### src/rtl/core/hfr_pkg.sv
// Shared constants, types and the hex digit decode of the hex frame receiver.
package hfr_pkg;

   localparam int unsigned QueueDepth      = 4;
   localparam int unsigned QueuePtrWidth   = $clog2(QueueDepth);
   localparam int unsigned QueueCountWidth = $clog2(QueueDepth + 1);

   localparam logic [1:0] StatusOk            = 2'd0;
   localparam logic [1:0] StatusAddrMismatch  = 2'd1;
   localparam logic [1:0] StatusChecksumError = 2'd2;
   localparam logic [1:0] StatusBadLength     = 2'd3;

   localparam logic KindPayload = 1'b0;
   localparam logic KindStatus  = 1'b1;

   localparam logic [31:0] MinFrameLength = 32'd9;
   localparam logic [2:0]  LastHeaderPos  = 3'd7;

   localparam logic [7:0] CharDigitLow  = 8'd48;
   localparam logic [7:0] CharDigitHigh = 8'd57;
   localparam logic [7:0] CharUpperLow  = 8'd65;
   localparam logic [7:0] CharUpperHigh = 8'd70;
   localparam logic [7:0] CharLowerLow  = 8'd97;
   localparam logic [7:0] CharLowerHigh = 8'd102;

   typedef struct packed {
      logic       valid;
      logic [7:0] data;
   } byte_beat_type;

   // The letters A-F and a-f carry their value minus nine in the low nibble.
   function automatic logic [3:0] nib_value(input logic [7:0] c);
      logic [3:0] v;
      v = 4'd0;
      if (c >= CharDigitLow && c <= CharDigitHigh) begin
         v = c[3:0];
      end else if ((c >= CharUpperLow && c <= CharUpperHigh) ||
                   (c >= CharLowerLow && c <= CharLowerHigh)) begin
         v = c[3:0] + 4'd9;
      end
      return v;
   endfunction

endpackage

### src/rtl/core/hfr_channels.sv
// Valid/ready channel interfaces for the character input and the result output.
interface hfr_req_if;
   logic       valid;
   logic       ready;
   logic [7:0] char_in;

   modport source (output valid, output char_in, input ready);
   modport sink   (input valid, input char_in, output ready);
endinterface

interface hfr_rsp_if;
   logic        valid;
   logic        ready;
   logic        kind;
   logic [7:0]  data_byte;
   logic [15:0] dest_address;
   logic [15:0] source_address;
   logic [31:0] frame_length;
   logic [1:0]  status;
   logic        last;

   modport source (output valid, output kind, output data_byte, output dest_address,
                   output source_address, output frame_length, output status,
                   output last, input ready);
   modport sink   (input valid, input kind, input data_byte, input dest_address,
                   input source_address, input frame_length, input status,
                   input last, output ready);
endinterface

### src/rtl/core/hex_frame_receiver_unit.sv
// Top level of the hex frame receiver: own-address register, front end, queue and parser.
//
//   channel   direction  beat contents
//   req_chan  in         char_in
//   rsp_chan  out        kind, data_byte, dest_address, source_address,
//                        frame_length, status, last
//   csr       in         own_address, written when csr_write_enable is high
//
// One character is taken every cycle while req_chan is ready; every second character
// completes a byte, queued and then parsed into the result register. Unless rsp_chan
// stalls, the parser handles one byte per cycle, so results can leave at one per cycle.
// Reset clears the nibble pairing, the four-byte queue, the frame position and the
// own address. When rsp_chan stalls, the result register holds its beat, the queue
// fills and req_chan then stalls only on characters that would complete a byte.
module hex_frame_receiver_unit
   import hfr_pkg::*;
(
   input  logic        clock,
   input  logic        reset,
   input  logic        csr_write_enable,
   input  logic [15:0] csr_write_data,
   hfr_req_if.sink     req_chan,
   hfr_rsp_if.source   rsp_chan
);

   logic [15:0]   own_address_ff;
   logic [15:0]   own_address_in;
   byte_beat_type front_beat;
   byte_beat_type queue_beat;
   logic          queue_space;
   logic          queue_pop;

   assign own_address_in = csr_write_enable ? csr_write_data : own_address_ff;

   always_ff @(posedge clock) begin
      if (reset) begin
         own_address_ff <= '0;
      end else begin
         own_address_ff <= own_address_in;
      end
   end

   hfr_nibble_front u_front (
      .clock       (clock),
      .reset       (reset),
      .req         (req_chan),
      .queue_space (queue_space),
      .byte_beat   (front_beat)
   );

   hfr_byte_queue u_queue (
      .clock     (clock),
      .reset     (reset),
      .push_beat (front_beat),
      .space     (queue_space),
      .pop       (queue_pop),
      .pop_beat  (queue_beat)
   );

   hfr_frame_back u_back (
      .clock       (clock),
      .reset       (reset),
      .byte_beat   (queue_beat),
      .byte_pop    (queue_pop),
      .own_address (own_address_ff),
      .rsp         (rsp_chan)
   );

endmodule

### src/rtl/core/hfr_nibble_front.sv
// Front end: decodes hex characters and pairs nibbles into bytes for the queue.
module hfr_nibble_front
   import hfr_pkg::*;
(
   input  logic          clock,
   input  logic          reset,
   hfr_req_if.sink       req,
   input  logic          queue_space,
   output byte_beat_type byte_beat
);

   logic       phase_ff;
   logic       phase_in;
   logic [3:0] high_ff;
   logic [3:0] high_in;
   logic [3:0] nib;
   logic       accept;

   assign req.ready = !phase_ff || queue_space;
   assign accept    = req.valid && req.ready;
   assign nib       = nib_value(req.char_in);

   always_comb begin
      phase_in        = phase_ff;
      high_in         = high_ff;
      byte_beat.valid = 1'b0;
      byte_beat.data  = {high_ff, nib};
      if (accept) begin
         if (!phase_ff) begin
            high_in  = nib;
            phase_in = 1'b1;
         end else begin
            byte_beat.valid = 1'b1;
            phase_in        = 1'b0;
         end
      end
   end

   always_ff @(posedge clock) begin
      if (reset) begin
         phase_ff <= 1'b0;
      end else begin
         phase_ff <= phase_in;
      end
   end

   always_ff @(posedge clock) begin
      high_ff <= high_in;
   end

endmodule

### src/rtl/core/hfr_byte_queue.sv
// Short byte queue that decouples the nibble front end from the frame parser.
module hfr_byte_queue
   import hfr_pkg::*;
(
   input  logic          clock,
   input  logic          reset,
   input  byte_beat_type push_beat,
   output logic          space,
   input  logic          pop,
   output byte_beat_type pop_beat
);

   logic [7:0]                 mem_ff [QueueDepth];
   logic [QueuePtrWidth-1:0]   wr_ptr_ff;
   logic [QueuePtrWidth-1:0]   wr_ptr_in;
   logic [QueuePtrWidth-1:0]   rd_ptr_ff;
   logic [QueuePtrWidth-1:0]   rd_ptr_in;
   logic [QueueCountWidth-1:0] count_ff;
   logic [QueueCountWidth-1:0] count_in;

   assign space          = count_ff != QueueCountWidth'(QueueDepth);
   assign pop_beat.valid = count_ff != '0;
   assign pop_beat.data  = mem_ff[rd_ptr_ff];

   always_comb begin
      wr_ptr_in = push_beat.valid ? wr_ptr_ff + 1'b1 : wr_ptr_ff;
      rd_ptr_in = pop ? rd_ptr_ff + 1'b1 : rd_ptr_ff;
      unique case ({push_beat.valid, pop})
         2'b10:   count_in = count_ff + 1'b1;
         2'b01:   count_in = count_ff - 1'b1;
         default: count_in = count_ff;
      endcase
   end

   always_ff @(posedge clock) begin
      if (reset) begin
         wr_ptr_ff <= '0;
         rd_ptr_ff <= '0;
         count_ff  <= '0;
      end else begin
         wr_ptr_ff <= wr_ptr_in;
         rd_ptr_ff <= rd_ptr_in;
         count_ff  <= count_in;
      end
   end

   always_ff @(posedge clock) begin
      if (push_beat.valid) begin
         mem_ff[wr_ptr_ff] <= push_beat.data;
      end
   end

endmodule

### src/rtl/core/hfr_frame_back.sv
// Back end: parses frame bytes, checks address, length and checksum, registers results.
module hfr_frame_back
   import hfr_pkg::*;
(
   input  logic          clock,
   input  logic          reset,
   input  byte_beat_type byte_beat,
   output logic          byte_pop,
   input  logic [15:0]   own_address,
   hfr_rsp_if.source     rsp
);

   logic [31:0] pos_ff;
   logic [31:0] pos_in;
   logic [15:0] dest_ff;
   logic [15:0] dest_in;
   logic [15:0] src_ff;
   logic [15:0] src_in;
   logic [31:0] len_ff;
   logic [31:0] len_in;
   logic [6:0]  sum_ff;
   logic [6:0]  sum_in;

   logic        rsp_valid_ff;
   logic        rsp_valid_in;
   logic        rsp_kind_ff;
   logic [7:0]  rsp_data_ff;
   logic [15:0] rsp_dest_ff;
   logic [15:0] rsp_src_ff;
   logic [31:0] rsp_len_ff;
   logic [1:0]  rsp_status_ff;

   logic        out_free;
   logic        emit;
   logic        emit_kind;
   logic [1:0]  emit_status;
   logic [7:0]  b;
   logic        in_header;
   logic        mismatch;

   assign out_free  = !rsp_valid_ff || rsp.ready;
   assign byte_pop  = byte_beat.valid && out_free;
   assign b         = byte_beat.data;
   assign in_header = pos_ff[31:3] == '0;
   assign mismatch  = dest_in != own_address;

   always_comb begin
      pos_in      = pos_ff;
      dest_in     = dest_ff;
      src_in      = src_ff;
      len_in      = len_ff;
      sum_in      = sum_ff;
      emit        = 1'b0;
      emit_kind   = KindPayload;
      emit_status = StatusOk;
      if (byte_pop) begin
         if (in_header) begin
            sum_in = (pos_ff[2:0] == 3'd0) ? b[6:0] : sum_ff + b[6:0];
            unique case (pos_ff[2:1])
               2'd0:    dest_in = {dest_ff[7:0], b};
               2'd1:    src_in  = {src_ff[7:0], b};
               default: len_in  = {len_ff[23:0], b};
            endcase
            if (pos_ff[2:0] == LastHeaderPos && len_in < MinFrameLength) begin
               emit        = 1'b1;
               emit_kind   = KindStatus;
               emit_status = mismatch ? StatusAddrMismatch : StatusBadLength;
               pos_in      = '0;
            end else begin
               pos_in = pos_ff + 32'd1;
            end
         end else if (pos_ff == len_ff - 32'd1) begin
            emit      = 1'b1;
            emit_kind = KindStatus;
            priority if (mismatch) begin
               emit_status = StatusAddrMismatch;
            end else if (b != {1'b0, sum_ff}) begin
               emit_status = StatusChecksumError;
            end else begin
               emit_status = StatusOk;
            end
            pos_in = '0;
         end else begin
            emit   = 1'b1;
            sum_in = sum_ff + b[6:0];
            pos_in = pos_ff + 32'd1;
         end
      end
      rsp_valid_in = out_free ? emit : rsp_valid_ff;
   end

   always_ff @(posedge clock) begin
      if (reset) begin
         pos_ff       <= '0;
         dest_ff      <= '0;
         src_ff       <= '0;
         len_ff       <= '0;
         sum_ff       <= '0;
         rsp_valid_ff <= 1'b0;
      end else begin
         pos_ff       <= pos_in;
         dest_ff      <= dest_in;
         src_ff       <= src_in;
         len_ff       <= len_in;
         sum_ff       <= sum_in;
         rsp_valid_ff <= rsp_valid_in;
      end
   end

   always_ff @(posedge clock) begin
      if (emit) begin
         rsp_kind_ff   <= emit_kind;
         rsp_data_ff   <= (emit_kind == KindStatus) ? 8'd0 : b;
         rsp_dest_ff   <= dest_in;
         rsp_src_ff    <= src_in;
         rsp_len_ff    <= len_in;
         rsp_status_ff <= emit_status;
      end
   end

   assign rsp.valid          = rsp_valid_ff;
   assign rsp.kind           = rsp_kind_ff;
   assign rsp.data_byte      = rsp_data_ff;
   assign rsp.dest_address   = rsp_dest_ff;
   assign rsp.source_address = rsp_src_ff;
   assign rsp.frame_length   = rsp_len_ff;
   assign rsp.status         = rsp_status_ff;
   assign rsp.last           = rsp_kind_ff;

   // A status beat always closes the frame, so the next byte starts a new header.
   a_status_restarts_frame : assert property (@(posedge clock) disable iff (reset)
      (emit && emit_kind == KindStatus) |=> (pos_ff == '0))
      else $error("frame position not cleared after a status beat");

   // The payload part of a frame is only reached with a length of at least nine.
   a_payload_needs_length : assert property (@(posedge clock) disable iff (reset)
      (pos_ff[31:3] != '0) |-> (len_ff >= MinFrameLength))
      else $error("payload position reached with a short frame length");

   // Payload beats carry an ok status and no data on status beats.
   a_beat_fields : assert property (@(posedge clock) disable iff (reset)
      rsp_valid_ff |-> ((rsp_kind_ff == KindPayload && rsp_status_ff == StatusOk) ||
                        (rsp_kind_ff == KindStatus && rsp_data_ff == 8'd0)))
      else $error("result beat fields inconsistent with its kind");

endmodule
### src/flat_wrapper.sv
// flat-port wrapper written by rule: the top's interface ports become plain ports
module hex_frame_receiver_unit_flat import hfr_pkg::*;
  (clock, reset, csr_write_enable, csr_write_data, req_chan_valid, req_chan_char_in, req_chan_ready, rsp_chan_valid, rsp_chan_kind, rsp_chan_data_byte, rsp_chan_dest_address, rsp_chan_source_address, rsp_chan_frame_length, rsp_chan_status, rsp_chan_last, rsp_chan_ready);
  hfr_req_if req_chan_i ();
  hfr_rsp_if rsp_chan_i ();
  input  logic clock;
  input  logic reset;
  input  logic csr_write_enable;
  input  logic [15:0] csr_write_data;
  input wire logic [$bits(req_chan_i.valid)-1:0] req_chan_valid;
  input wire logic [$bits(req_chan_i.char_in)-1:0] req_chan_char_in;
  output wire logic [$bits(req_chan_i.ready)-1:0] req_chan_ready;
  output wire logic [$bits(rsp_chan_i.valid)-1:0] rsp_chan_valid;
  output wire logic [$bits(rsp_chan_i.kind)-1:0] rsp_chan_kind;
  output wire logic [$bits(rsp_chan_i.data_byte)-1:0] rsp_chan_data_byte;
  output wire logic [$bits(rsp_chan_i.dest_address)-1:0] rsp_chan_dest_address;
  output wire logic [$bits(rsp_chan_i.source_address)-1:0] rsp_chan_source_address;
  output wire logic [$bits(rsp_chan_i.frame_length)-1:0] rsp_chan_frame_length;
  output wire logic [$bits(rsp_chan_i.status)-1:0] rsp_chan_status;
  output wire logic [$bits(rsp_chan_i.last)-1:0] rsp_chan_last;
  input wire logic [$bits(rsp_chan_i.ready)-1:0] rsp_chan_ready;
  assign req_chan_i.valid = req_chan_valid;
  assign req_chan_i.char_in = req_chan_char_in;
  assign req_chan_ready = req_chan_i.ready;
  assign rsp_chan_valid = rsp_chan_i.valid;
  assign rsp_chan_kind = rsp_chan_i.kind;
  assign rsp_chan_data_byte = rsp_chan_i.data_byte;
  assign rsp_chan_dest_address = rsp_chan_i.dest_address;
  assign rsp_chan_source_address = rsp_chan_i.source_address;
  assign rsp_chan_frame_length = rsp_chan_i.frame_length;
  assign rsp_chan_status = rsp_chan_i.status;
  assign rsp_chan_last = rsp_chan_i.last;
  assign rsp_chan_i.ready = rsp_chan_ready;
  hex_frame_receiver_unit u_core (.clock(clock), .reset(reset), .csr_write_enable(csr_write_enable), .csr_write_data(csr_write_data), .req_chan(req_chan_i), .rsp_chan(rsp_chan_i));
endmodule
### config.mk
export PLATFORM = sky130hd
export DESIGN_NAME = hex_frame_receiver_unit_flat
export DESIGN_NICKNAME = d
export VERILOG_FILES = /design/src/rtl/core/hfr_pkg.sv /design/src/rtl/core/hfr_channels.sv /design/src/rtl/core/hex_frame_receiver_unit.sv /design/src/rtl/core/hfr_nibble_front.sv /design/src/rtl/core/hfr_byte_queue.sv /design/src/rtl/core/hfr_frame_back.sv /design/src/flat_wrapper.sv
export SDC_FILE = /design/constraint.sdc
export NUM_CORES = 1
export LEC_CHECK = 0
export BUFFER_PORTS_ARGS = -buffer_cell sky130_fd_sc_hd__buf_2
export CORE_AREA = 2 2 154 156
export DETAILED_ROUTE_END_ITERATION = 10
export DIE_AREA = 0 0 156 158
export GPL_TIMING_DRIVEN = 0
export PLACE_DENSITY = 0.76
export SKIP_LAST_GASP = 1
export SLEW_MARGIN = 0
export SYNTH_ARGS = -nofsm -noshare
export SYNTH_HDL_FRONTEND = slang
export SYNTH_SLANG_ARGS = --single-unit
export TNS_END_PERCENT = 10
### constraint.sdc
create_clock -name clock -period 7.3 [get_ports clock]
set_input_delay 1.095 -clock clock [delete_from_list [all_inputs] [get_ports clock]]
set_output_delay 1.095 -clock clock [all_outputs]
set_load 0.01 [all_outputs]
==> results.ini, run 1 <==
[synthesis]
avgSynthCellArea_um2 = 11.1
ys_async_sr_fraction = 0
seq_area_frac_synth = 0.526
synth_edf_count = 111
yosysTopAreaCell = edfxtp_1
synth-seq-cells = 241
synth_cell_types = 67
synthTopCellsByArea = edfxtp_1 30%, dfxtp_1 23%, mux2_2 4.9%
yosys_warnings = 0
synthFlopType = dfxtp_1
netlist.area_leader.share = 0.296
synth_nets = 1068
syn_area_um2 = 11300
syn_inst = 1019
synth_most_common_cell = dfxtp_1
synth_common_cells = 130 x dfxtp_1, 111 x edfxtp_1, 73 x nor2_1

[route]
drc = 0
drt_iter0_markers = 483
routed_wl_mm = 26.8
wl_per_cell_um = 18.4
vias = 8306
dr.pass1.iters = 5
avgViaCountPerCell = 5.69
antenna_left = 0

[setup_path]
worst-r2r-cell-count = 10
r2r_slack_ns = 3.33
cp_cell_sequence = clkbuf_1 > nor3_1 > nand4_1 > nor4_1 > mux2_2 > nor4_1 > nand4_1 > a21oi_1 > buf_2 > nor2b_1
cp-startpoint = u_core.u_back.len_ff[3]
max_stage_delay_ns = 0.55
worstSetupPathType = flop to flop
crit_arrival_ns = 4.24
worstPathRequired_ns = 7.58
crit_path_start_kind = flop
crit_path_end = u_core.u_back.rsp.data_byte[0]
path_max_fanout = 10
timing.rr.end = u_core.u_back.rsp.data_byte[0]
r2r-start = u_core.u_back.len_ff[3]
crit_slowest_cell = nor4_1
endpoint_kind = flop

[placed_design]
dp_hpwl_mm = 18.8
gp_congestion = 0.916
port_buffers = 104
place_ws_ns = 3.23

[pwr]
p_total_uw = 3870
p_per_area_nw_per_um2 = 297
p_leak_uw = 0.00509
ir_drop_mv = 0.217

[layout]
syn_to_final_growth_pct = 15.7
drive_gt1_frac = 0.203
num-nets-final = 1200
antennaDiodeCount = 0
nFillCells = 1919
final_util = 0.566

[sta]
tns_ns = 0
period_needed_ns = 3.97
slew_viol_final = 0
fin_skew_ns = 0.00746
whs_ns = 0.510
max_freq_ghz = 0.252
tightest_slew_ns = 1.04
hold_viol = 0
worst_slew_margin_rel = 0.302
finalCritPeriodShare = 0.544
setup_viol = 0
setup_ws_ns = 3.33
rsz0062_at_grt = no

[floorplanning]
dieArea_um2 = 24600
dieWidth_um = 156
io_pins = 107
fp-row-count = 56
start_util = 0.489
die_h_um = 158
core_um2 = 23100

[global_routing]
grt-ovfl-total = 0
grt_pass1_vias = 8128
grt_pass1_wl_mm = 42.3
grt_max_degree = 54
track_usage = 0.216
antenna_found_initial = 0

[clocking]
cts-resized-gates = 0
cts_made_buffers = 25
cts_tree = done
hold_buffers = 0
clock_latency_ns = 0.53
cts.sinks = 241
clockBufferDepth = 3
cts_root_buf = clkbuf_16
path_clk_slew_ns = 0.06
cts_htree_levels = 1
cts_setup_buffers = 0

[flow_run]
drv_cap = 0

[status]
status = finished clean

[hold_path]
min_path_type = flop to flop

## final cells by class
type | count | area, µm² | area share
sequential | 241 | 5940 | 0.455
multi-input combinational | 670 | 4910 | 0.376
clock buffer | 30 | 654 | 0.0502
timing repair buffer | 105 | 548 | 0.0420
tap | 290 | 363 | 0.0278
buffer | 61 | 255 | 0.0196
clock inverter | 16 | 198 | 0.0152
inverter | 47 | 179 | 0.0137
## power breakdown
group / internal, µW / switching [µW]
clock network: 785 / 530
registers: 1520 / 69.5
logic: 389 / 576
## kinds of logic (layout without fill, tap and decap cells)
logic type      count (synthesis)  in the layout  synth area share
fa+ha+maj                      20             20            0.0235
flops                         241            241             0.526
simple gates                  372            372             0.184
buf+inv                       108            259            0.0383
compound gates                 93             93            0.0580
mux                            90             90            0.0953
xor+xnor                       95             95            0.0750
## flip-flops by register name, indices dropped and copies added (netlist names), 3 cells and up, named ones only
| signal | count |
|---|---|
| u_core.own_address_ff | 16 |
| u_core.u_back.dest_ff | 16 |
| u_core.u_back.len_ff | 32 |
| u_core.u_back.pos_ff | 32 |
| u_core.u_back.rsp.data_byte | 8 |
| u_core.u_back.rsp.dest_address | 16 |
| u_core.u_back.rsp.frame_length | 32 |
| u_core.u_back.rsp.source_address | 16 |
| u_core.u_back.src_ff | 16 |
| u_core.u_back.sum_ff | 7 |
| u_core.u_front.high_ff | 4 |
| u_core.u_queue.count_ff | 3 |
| u_core.u_queue.mem_ff | 32 |
## per-stage QoR
| step | instances | cell area [µm²] |
|---|---|---|
| floorplan | 1019 | 11300 |
| global placement | 1413 | 12200 |
| detailed placement | 1414 | 12200 |
| CTS | 1460 | 13000 |
| global route | 1460 | 13000 |
| finish | 1460 | 13000 |
## how the worst min path moves through the flow
stage / from / end / cells after the start
floorplan: u_core.u_front.high_ff[0] / u_core.u_queue.mem_ff[0][4] / 0
global placement: u_core.u_front.high_ff[2] / u_core.u_queue.mem_ff[2][6] / 0
detailed placement: u_core.u_front.high_ff[1] / u_core.u_queue.mem_ff[1][5] / 0
CTS: u_core.u_queue.count_ff[2] / u_core.u_queue.count_ff[2] / 2
global route: u_core.u_front.high_ff[2] / u_core.u_queue.mem_ff[3][6] / 0
finish: u_core.u_queue.count_ff[2] / u_core.u_queue.count_ff[2] / 2
## critical path, delay by kind of cell (launching register included)
kind / cells / cell delay [ns]
flip-flops: 1 / 0.29
AO/OA/AOI/OAI: 1 / 0.31
buffers and inverters: 2 / 0.56
AND/OR/NAND/NOR: 6 / 2.11
multiplexers: 1 / 0.42
## per-layer routing
layer | part of all wire | track usage | wire, µm
met5 | 0 | 0 | 0
met4 | 0.038 | 0.0861 | 1020
met3 | 0.057 | 0.0334 | 1520
met2 | 0.48 | 0.370 | 12800
met1 | 0.43 | 0.276 | 11400
## cells in the final DEF, fill, tap and decap left out, drive strengths merged, types with 8 or more instances in the layout
master,instances
inv,49
mux2i,32
dfxtp,130
nor2,74
nand4,26
and3,8
nand3,21
a21oi,30
nand2,35
buf,119
nor4,32
clkbuf,77
xor2,39
nor2b,68
o21ai,22
nor3,59
xnor2,55
mux2,49
mux4,9
ha,18
edfxtp,111
Power figures use the tool's default switching activity.
==> run 2, diff against run 1 <==
--- a/config.mk
+++ b/config.mk
@@ -5,12 +5,13 @@
 export SDC_FILE = /design/constraint.sdc
 export NUM_CORES = 1
 export LEC_CHECK = 0
+export ABC_AREA = 1
 export BUFFER_PORTS_ARGS = -buffer_cell sky130_fd_sc_hd__buf_2
-export CORE_AREA = 2 2 154 156
+export CORE_AREA = 2 2 161 163
 export DETAILED_ROUTE_END_ITERATION = 10
-export DIE_AREA = 0 0 156 158
+export DIE_AREA = 0 0 163 165
 export GPL_TIMING_DRIVEN = 0
-export PLACE_DENSITY = 0.76
+export PLACE_DENSITY = 0.79
 export SKIP_LAST_GASP = 1
 export SLEW_MARGIN = 0
 export SYNTH_ARGS = -nofsm -noshare
==> constraint.sdc (replaced) <==
create_clock -name clock -period 3.65 [get_ports clock]
set_input_delay 0.5475 -clock clock [delete_from_list [all_inputs] [get_ports clock]]
set_output_delay 0.5475 -clock clock [all_outputs]
set_load 0.01 [all_outputs]
==> run 2 against run 1 <==
Against the previous run:
- routed wire length rose by 21%
- flip-flop and latch count did not move
- cell count rose by 42%
- via count rose by 30%
- critical path depth rose by 4
- sequential power rose by 140%
- hold slack got worse by 0.27 ns
==> results.ini, run 2 <==
[setup_path]
endpoint_kind = flop
worstSetupPathType = flop to flop
crit_arrival_ns = 3.24  ; -1.00 ns
worstPathRequired_ns = 3.80  ; -3.78 ns
path_max_fanout = 75  ; +65
worst-r2r-cell-count = 14  ; +4
r2r_slack_ns = 0.57  ; -2.76 ns
timing.rr.end = u_core.u_back.rsp.frame_length[3]
crit_path_start_kind = flop

[clocking]
cts_root_buf = clkbuf_16
clock_latency_ns = 0.54  ; about the same
cts_made_buffers = 26  ; +4.0%
cts.sinks = 241  ; unchanged
hold_buffers = 0  ; unchanged
cts_tree = done
cts_setup_buffers = 0  ; unchanged
cts_htree_levels = 1  ; unchanged
cts-resized-gates = 0  ; unchanged
clockBufferDepth = 3  ; unchanged
path_clk_slew_ns = 0.06  ; about the same

[global_routing]
grt_pass1_vias = 9968  ; +23%
track_usage = 0.239  ; +0.0224
grt-ovfl-total = 0  ; unchanged
grt_pass1_wl_mm = 50.7  ; +20%
antenna_found_initial = 1  ; +1
grt_max_degree = 76  ; +41%

[placed_design]
port_buffers = 106  ; +1.9%
dp_hpwl_mm = 24.4  ; +30%
postPlaceCellArea_um2 = 13400  ; +9.7%
gp_congestion = 0.936  ; +2.1%

[sta]
whs_ns = 0.236  ; -0.274 ns
hold_viol = 0  ; unchanged
max_freq_ghz = 0.324  ; +29%
tns_ns = 0  ; unchanged
fin_skew_ns = 0.0176  ; +0.0102 ns
period_needed_ns = 3.08  ; -0.885 ns
rsz0062_at_grt = no
worst_slew_margin_rel = 0.354  ; +0.0522
slew_viol_final = 0  ; unchanged
tightest_slew_ns = 0.969  ; -0.0688 ns
finalCritPeriodShare = 0.845  ; +0.301
setup_viol = 0  ; unchanged

[route]
antenna_left = 0  ; unchanged
avgViaCountPerCell = 5.22  ; -8.3%
wl_per_cell_um = 15.6  ; -15%
drc = 0  ; unchanged
dr.pass1.iters = 7  ; +2
routed_wl_mm = 32.5  ; +21%
vias = 10800  ; +30%
drt_iter0_markers = 805  ; +67%

[synthesis]
synth-adder-area-share = 0.0214  ; -0.00217
synth_cell_types = 42  ; -37%
synthFlopType = dfxtp_1
avgSynthCellArea_um2 = 7.81  ; -29%
synth_common_cells = 392 x nand2_1, 222 x nor2_1, 191 x inv_1
synthSimpleGateAreaFrac = 0.298  ; +0.114
synth-seq-cells = 241  ; unchanged
netlist.area_leader.share = 0.268  ; -0.0273
synth_top_family_by_area = simple AND/OR/NAND/NOR gates
synth_xor_area_frac = 0.0479  ; -0.0271
seq_area_frac_synth = 0.478  ; -0.0486
synth_nets = 1639  ; +53%
synthMuxAreaShare = 0  ; -0.0953
synth_most_common_cell = nand2_1
syn_area_um2 = 12400  ; +10%
synth_edf_count = 111  ; unchanged
synth_compound_area_frac = 0.0715  ; +0.0135
synthTopCellsByArea = edfxtp_1 27%, dfxtp_1 21%, nand2_1 12%
yosysTopAreaCell = edfxtp_1
syn_inst = 1590  ; +56%
ys_async_sr_fraction = 0  ; unchanged
yosys_warnings = 0  ; unchanged

[floorplanning]
die_h_um = 165  ; +4.4%
fp-row-count = 58  ; +3.6%
core_um2 = 25000  ; +8.6%
dieWidth_um = 163  ; +4.5%
io_pins = 107  ; unchanged
start_util = 0.496  ; +0.00700
dieArea_um2 = 26900  ; +9.1%

[pwr]
p_leak_uw = 0.00637  ; +25%
ir_drop_mv = 0.507  ; +130%
p_per_area_nw_per_um2 = 894  ; +200%

[hold_path]
min_path_type = input pin to flop
hold_path_startpoint = csr_write_data[14]
whs_endpoint = u_core.own_address_ff[14]
worstHoldPathCells = 3  ; +1

[layout]
layout_commonest_cell = nand2_1
layout_common_cells = 392 x nand2_1, 222 x nor2_1, 190 x inv_1
drive_gt1_frac = 0.142  ; -0.0612
syn_to_final_growth_pct = 14.2
final_area_um2 = 14200  ; +8.8%
num-nets-final = 1773  ; +48%

[flow_run]
drv_cap = 0  ; unchanged

[status]
status = finished clean

[run 2: cell types whose count changed after synthesis, moves of 49 or more]
cell     before  now
nor2b_1      68    0
nand3_1      21   74
nand2_1      35  392
o21ai_0      22  101
inv_1        47  191
mux2_2       49    0
nor2_1       73  222
[run 2: worst max-delay path by stage]
stage / cells past startpoint / slack, ns / startpoint / end
finish: 14 / 0.57 / flop / u_core.u_back.rsp.frame_length[3]
global route: 14 / 0.29 / flop / u_core.u_back.rsp.frame_length[6]
CTS: 14 / 0.56 / flop / u_core.u_back.rsp.frame_length[28]
detailed placement: 9 / 0.50 / rsp_chan_ready / u_core.u_back.rsp.frame_length[28]
global placement: 9 / -0.79 / rsp_chan_ready / u_core.u_back.rsp.frame_length[30]
floorplan: 11 / 0.27 / u_core.u_back.pos_ff[2] / u_core.u_back.rsp.data_byte[0]
[run 2: critical path, stage by stage, from the launching register on]
cell	delay, ns
dfxtp_1	0.30
buf_2	0.18
inv_2	0.10
buf_6	0.15
nand2_1	0.05
nand3_1	0.11
nand2_1	0.29
o21ai_0	0.16
nor2_1	0.12
nand2_1	0.09
nor2_1	0.15
nand2_1	0.06
nand2_1	0.07
nand2_1	0.09
inv_4	0.71
[run 2: metal layers]
| metal | part of all wire | GRT usage |
|---|---|---|
| met5 | 0 | 0 |
| met4 | 0.038 | 0.0897 |
| met3 | 0.077 | 0.0359 |
| met2 | 0.46 | 0.394 |
| met1 | 0.43 | 0.318 |
[run 2: kinds of logic (layout without fill, tap and decap cells)]
logic type / Yosys count / after routing
AOI/OAI and AO/OA: 166 / 166
xor gates and xnor gates: 68 / 68
adders and majority gates: 20 / 20
buffers and inverters: 256 / 410
DFF: 241 / 241
other: 0 / 1
and+or+nand+nor: 839 / 839
[run 2: area by class of cell]
type / count / area [µm²]
Antenna cell: 1 / 2.50
Buffer: 54 / 282
Clock buffer: 37 / 733
Clock inverter: 11 / 82.6
Fill cell: 2313 / 10800
Inverter: 202 / 761
Multi-Input combinational cell: 1093 / 5450
Sequential cell: 241 / 5940
Tap cell: 330 / 413
Timing Repair Buffer: 106 / 531
[run 2: report_power, final]
group	switching [µW]	internal [µW]	leakage (µW)
Combinational	4280	1990	0.00388
Clock	1060	1460	0.000400
Sequential	440	3450	0.00209
Total	5780	6910	0.00637
[run 2: through the flow]
stage	util	setup slack, ns	instances	total power [µW]
final	0.567	0.567	2075	12700
after global routing	0.567	0.288	2074	13600
after CTS	0.567	0.557	2074	12600
after detailed placement	0.534	0.501	2026	10100
after global placement	0.534	-0.793	2026	9910
after floorplan	-	0.274	1590	8380
